[config.mk]
export PLATFORM = sky130hd
export DESIGN_NAME = sbh_front
export DESIGN_NICKNAME = d
export VERILOG_FILES = /design/src/rtl/sbh_pkg.sv /design/src/rtl/sbh_front.sv
export SDC_FILE = /design/constraint.sdc
export NUM_CORES = 1
export LEC_CHECK = 0
export CAP_MARGIN = 20
export CORE_ASPECT_RATIO = 1.75
export CORE_MARGIN = 5
export CORE_UTILIZATION = 30
export CTS_BUF_LIST = sky130_fd_sc_hd__clkbuf_16
export CTS_CLUSTER_DIAMETER = 80
export DETAILED_ROUTE_END_ITERATION = 8
export DONT_BUFFER_PORTS = 1
export GPL_TIMING_DRIVEN = 0
export MAX_ROUTING_LAYER = met4
export PLACE_DENSITY = 0.41
export SYNTH_ARGS = -nofsm -noshare
export SYNTH_HDL_FRONTEND = slang
export SYNTH_SLANG_ARGS = --single-unit
[constraint.sdc]
create_clock -name clock -period 2.54 [get_ports clock]
set_input_delay 0.254 -clock clock [delete_from_list [all_inputs] [get_ports clock]]
set_output_delay 0.254 -clock clock [all_outputs]
set_load 0.005 [all_outputs]
[src/rtl/sbh_pkg.sv]
`timescale 1ns / 1ps
`default_nettype none
package sbh_pkg;

   // Defaults for the top-level parameters.
   localparam int MaxBucketsDefault = 256;
   localparam int CountBitsDefault  = 32;

   // Configuration register layout.
   localparam int CfgBucketWidth  = 9;
   localparam logic [CfgBucketWidth-1:0] CfgBucketReset = 9'd256;
   localparam int CsrAddrWidth    = 3;
   localparam logic [CsrAddrWidth-1:0] CsrAddrBucketCount = 3'd0;

   // Command codes as they arrive on the request channel.
   localparam logic [1:0] CmdLoad     = 2'd0;
   localparam logic [1:0] CmdClassify = 2'd1;
   localparam logic [1:0] CmdRead     = 2'd2;
   localparam logic [1:0] CmdClear    = 2'd3;

   typedef enum logic [1:0] {
      OP_LOAD,
      OP_CLASSIFY,
      OP_READ,
      OP_CLEAR
   } sbh_op_type;

   // One decoded item as it travels from the front to the back.
   typedef struct packed {
      sbh_op_type  op;
      logic [7:0]  slot;
      logic [31:0] key;
   } sbh_item_type;

   typedef enum logic [2:0] {
      ST_IDLE,
      ST_SCAN,
      ST_DRAIN,
      ST_CNT_RD,
      ST_CNT_WR,
      ST_DONE
   } sbh_state_type;

   // IEEE-754 single precision "a < b"; false whenever either side is NaN.
   function automatic logic flt_lt(input logic [31:0] a, input logic [31:0] b);
      logic a_nan;
      logic b_nan;
      logic res;
      a_nan = (a[30:23] == 8'hFF) && (a[22:0] != 23'd0);
      b_nan = (b[30:23] == 8'hFF) && (b[22:0] != 23'd0);
      if (a_nan || b_nan) begin
         res = 1'b0;
      end else if ((a[30:0] == 31'd0) && (b[30:0] == 31'd0)) begin
         res = 1'b0;
      end else if (a[31] && !b[31]) begin
         res = 1'b1;
      end else if (!a[31] && b[31]) begin
         res = 1'b0;
      end else if (!a[31]) begin
         res = a[30:0] < b[30:0];
      end else begin
         res = a[30:0] > b[30:0];
      end
      return res;
   endfunction

endpackage
`default_nettype wire

[src/rtl/sbh_front.sv]
`timescale 1ns / 1ps
`default_nettype none
module sbh_front
   import sbh_pkg::*;
(
   input  wire logic         clock,
   input  wire logic         reset,
   input  wire logic         in_valid,
   output logic              in_ready,
   input  wire logic [1:0]   in_cmd,
   input  wire logic [7:0]   in_slot,
   input  wire logic [31:0]  in_key,
   output logic              out_valid,
   input  wire logic         out_ready,
   output sbh_item_type      out_item
);

   sbh_item_type q_ff [2];
   sbh_item_type q_in;
   logic         wr_ptr_ff, wr_ptr_in;
   logic         rd_ptr_ff, rd_ptr_in;
   logic [1:0]   fill_ff, fill_in;
   logic         push, pop;

   // Decode the command code into an operation.
   always_comb begin
      q_in.slot = in_slot;
      q_in.key  = in_key;
      unique case (in_cmd)
         CmdLoad:     q_in.op = OP_LOAD;
         CmdClassify: q_in.op = OP_CLASSIFY;
         CmdRead:     q_in.op = OP_READ;
         CmdClear:    q_in.op = OP_CLEAR;
         default:     q_in.op = OP_CLEAR;
      endcase
   end

   // Two-entry queue between the request channel and the back end.
   assign in_ready  = (fill_ff != 2'd2);
   assign out_valid = (fill_ff != 2'd0);
   assign out_item  = q_ff[rd_ptr_ff];
   assign push      = in_valid && in_ready;
   assign pop       = out_valid && out_ready;

   always_comb begin
      wr_ptr_in = push ? ~wr_ptr_ff : wr_ptr_ff;
      rd_ptr_in = pop ? ~rd_ptr_ff : rd_ptr_ff;
      fill_in   = fill_ff + 2'(push) - 2'(pop);
   end

   always_ff @(posedge clock) begin
      if (reset) begin
         wr_ptr_ff <= 1'b0;
         rd_ptr_ff <= 1'b0;
         fill_ff   <= 2'd0;
      end else begin
         wr_ptr_ff <= wr_ptr_in;
         rd_ptr_ff <= rd_ptr_in;
         fill_ff   <= fill_in;
      end
      if (push) begin
         q_ff[wr_ptr_ff] <= q_in;
      end
   end

endmodule
`default_nettype wire

==> flow_summary_export.csv <==
group,metric,value,unit
status,result_of_the_run,"finished clean",
critical_path,worst_setup_path_start_kind,"flop",
floorplanning,io_pins,90,
yosys,post-synth-top-count-cell,"edfxtp_1",
grt,global_route_wire_length_before_repair,8.54,mm
layout,diodes,0,
placement,placement.setup.worst_slack,572,ps
pwr,total_leakage_power,1.38,nW
floorplanning,design.core.area,10700,sq um
sta,postLayoutSetupSlackWorst,599,ps
placement,dp_cells,293,
route,antenna_violating_nets_post_route,0,
route,detailedRoute.firstPassIterationCount,4,
sta,max_slew.worst_pin.slew,957,ps
pwr,ir_drop,0.510,mV
layout,finalNonFillerCells,341,
yosys,dominant_cells_by_area_after_synthesis,"edfxtp_1 (77%), mux2_2 (14%), dfxtp_1 (3.0%)",
clock_network,cts.sinks,89,
layout,area_added_between_synthesis_and_finish,25.1,%
yosys,postSynthCellCount,162,
flow_run,drv_cap,0,
route,post_drt_wl_per_cell,17.7,um
sta,fin_crit_sh,76.4,%
yosys,async_flop_share,0,%
sta,timing_hold_violations_final,0,
yosys,seq_area_frac_synth,79.8,%
min_path,min-delay-path-class,"in2reg",
yosys,synth_edf_count,84,
grt,antenna_found_initial,0,
pwr,power.density_cell_area,918,nW/um^2
route,routed-via-count,1538,
grt,number_of_global_route_vias_before_repair,1622,
yosys,yosys-top-cells-count,"edfxtp_1 (84), mux2_2 (42), buf_2 (5), dfxtp_1 (5), nor2_1 (5)",
floorplanning,initial_core_utilization,30.7,%
yosys,netlist.top_cell.by_area,"edfxtp_1",
sta,worst_clock_skew,7.29,ps
route,routed_via_density,4.51,
placement,place_congestion,0.683,
floorplanning,die_width,89.1,um
route,totalWireLength,6.02,mm
yosys,synth-main-ff-cell,"edfxtp_1",
critical_path,crit_fanout,42,
yosys,yosysWarningCount,0,
grt,overflow,0,
sta,timing.fmax,0.515,GHz
sta,timing_max_transition_violations_final,0,
critical_path,critPathRequiredTime,2480,ps
route,detail_route.drc_violations,0,
critical_path,path_class,"reg2reg",
placement,hpwlAfterDp,4.13,mm
grt,grt_max_degree,43,
clock_network,post_cts_resized,0,
pwr,total_power,3.77,mW
yosys,synth.ff_latch_count,89,
floorplanning,die_area,13200,sq um
sta,final-setup-viol-count,0,
layout,drive_gt1_share,31.8,%
clock_network,h-tree-depth,3,
yosys,syn_area_per_cell,20.3,sq um
sta,relSlewSlack,36.1,%
clock_network,worst_setup_hold_path_clk_slew,60,ps
route,drtIter0Drc,32,
layout,fin_util,38.4,%
clock_network,numCtsBuffers,9,
yosys,ys_types,23,
sta,fin_crit,1940,ps
yosys,syn_area,3290,sq um
clock_network,worst_skew_pair.late_latency,320,ps
grt,grtUsageTotal,9.41,%
clock_network,clock-root-buffer,"clkbuf_16",
clock_network,cts-root-to-sink-buffers,2,
critical_path,cp.arrival,1880,ps
layout,finish.net_count,253,
critical_path,critPathCaptureType,"flop",
yosys,postSynthNetCount,209,
placement,io_buffer_count,0,
floorplanning,die_h,148,um
floorplanning,num_rows,50,
clock_network,cts_tree,"done",
yosys,synth_largest_type_area_fraction,76.8,%
sta,grt_setup_unrepaired,"no",
[power breakdown]
part	total (mW)	internal (mW)	switching, mW
logic	0.583	0.276	0.306
registers	1.84	1.79	0.0493
clock network	1.36	0.860	0.496
[per-stage QoR]
stage,setup TNS (ps),instance area [sq um],hold slack [ps]
finish,0,4110,26.3
global route,0,4110,0.153
CTS,0,3870,0.253
detailed placement,0,3470,326
global placement,-2290,3450,325
floorplan,0,3290,323
[cells by family (layout without fill, tap and decap cells)]
group                    count (synthesis)  count (layout)  share of synthesized area, %
AO/OA/AOI/OAI                            7               7                          1.56
flip-flops                              89              89                          79.8
buffers and inverters                    8              57                          1.10
AND/OR/NAND/NOR                         13              13                          2.13
XOR/XNOR                                 1               1                         0.267
multiplexers                            43              43                          14.7
adder cells (fa/ha/maj)                  1               1                         0.381
[layout make-up]
cell class | count | area, sq um
timing repair buffer | 33 | 340
inverter | 1 | 3.75
buffer | 7 | 32.5
clock inverter | 7 | 95.1
fill | 1001 | 6590
multi-input combinational | 65 | 628
tap | 130 | 163
clock buffer | 9 | 225
sequential | 89 | 2620
[registers in the layout, summed over array words and instances, names as in the netlist, named ones only]
name / flops
q_ff: 84
fill_ff: 2
rd_ptr_ff: 1
wr_ptr_ff: 1
[per-layer routing]
layer  part of all wire (%)  GRT usage, %  vias to the layer above
li1                       -             -                      712
met1                     33          8.08                      763
met2                     56          16.3                       54
met3                    8.6          4.43                        9
met4                    2.1          4.92                        0
met5                      0             -                        -
[cell usage in the layout (no fill, tap or decap), types with 2 or more instances in the layout]
cell / count
edfxtp_1: 84
mux2_2: 42
dlygate4sd3_1: 32
clkbuf_16: 9
buf_2: 5
nor2_1: 5
dfxtp_1: 5
clkinvlp_4: 3
clkbuf_1: 2
nor2b_1: 2
o21ai_0: 2
bufinv_16: 2
[worst paths after layout]
kind / depth (start not counted) / end / slack, ps / start
setup / recovery: 3 / q_ff[0][1]$_DFFE_PP_ / 600 / fill_ff[0]$_SDFF_PP0_
setup reg to reg: 3 / q_ff[0][1]$_DFFE_PP_ / 600 / fill_ff[0]$_SDFF_PP0_
hold reg to reg: 2 / flop / 510 / rd_ptr_ff$_SDFFE_PP0P_
hold / removal: 0 / q_ff[0][20]$_DFFE_PP_ / 30 / in_key[20]
[worst max-delay path: stages (launching register included)]
cell and delay, ps:
dfxtp_1 460, nand2b_1 230, nand3b_1 140, inv_2 720
[timing repair]
item                       in CTS  in global routing
setup endpoints to repair       0                  0
buffers inserted                0                  0
hold endpoints to repair       18                 47
hold buffers                    8                 24
No activity file was read; power rests on OpenSTA's default activity.
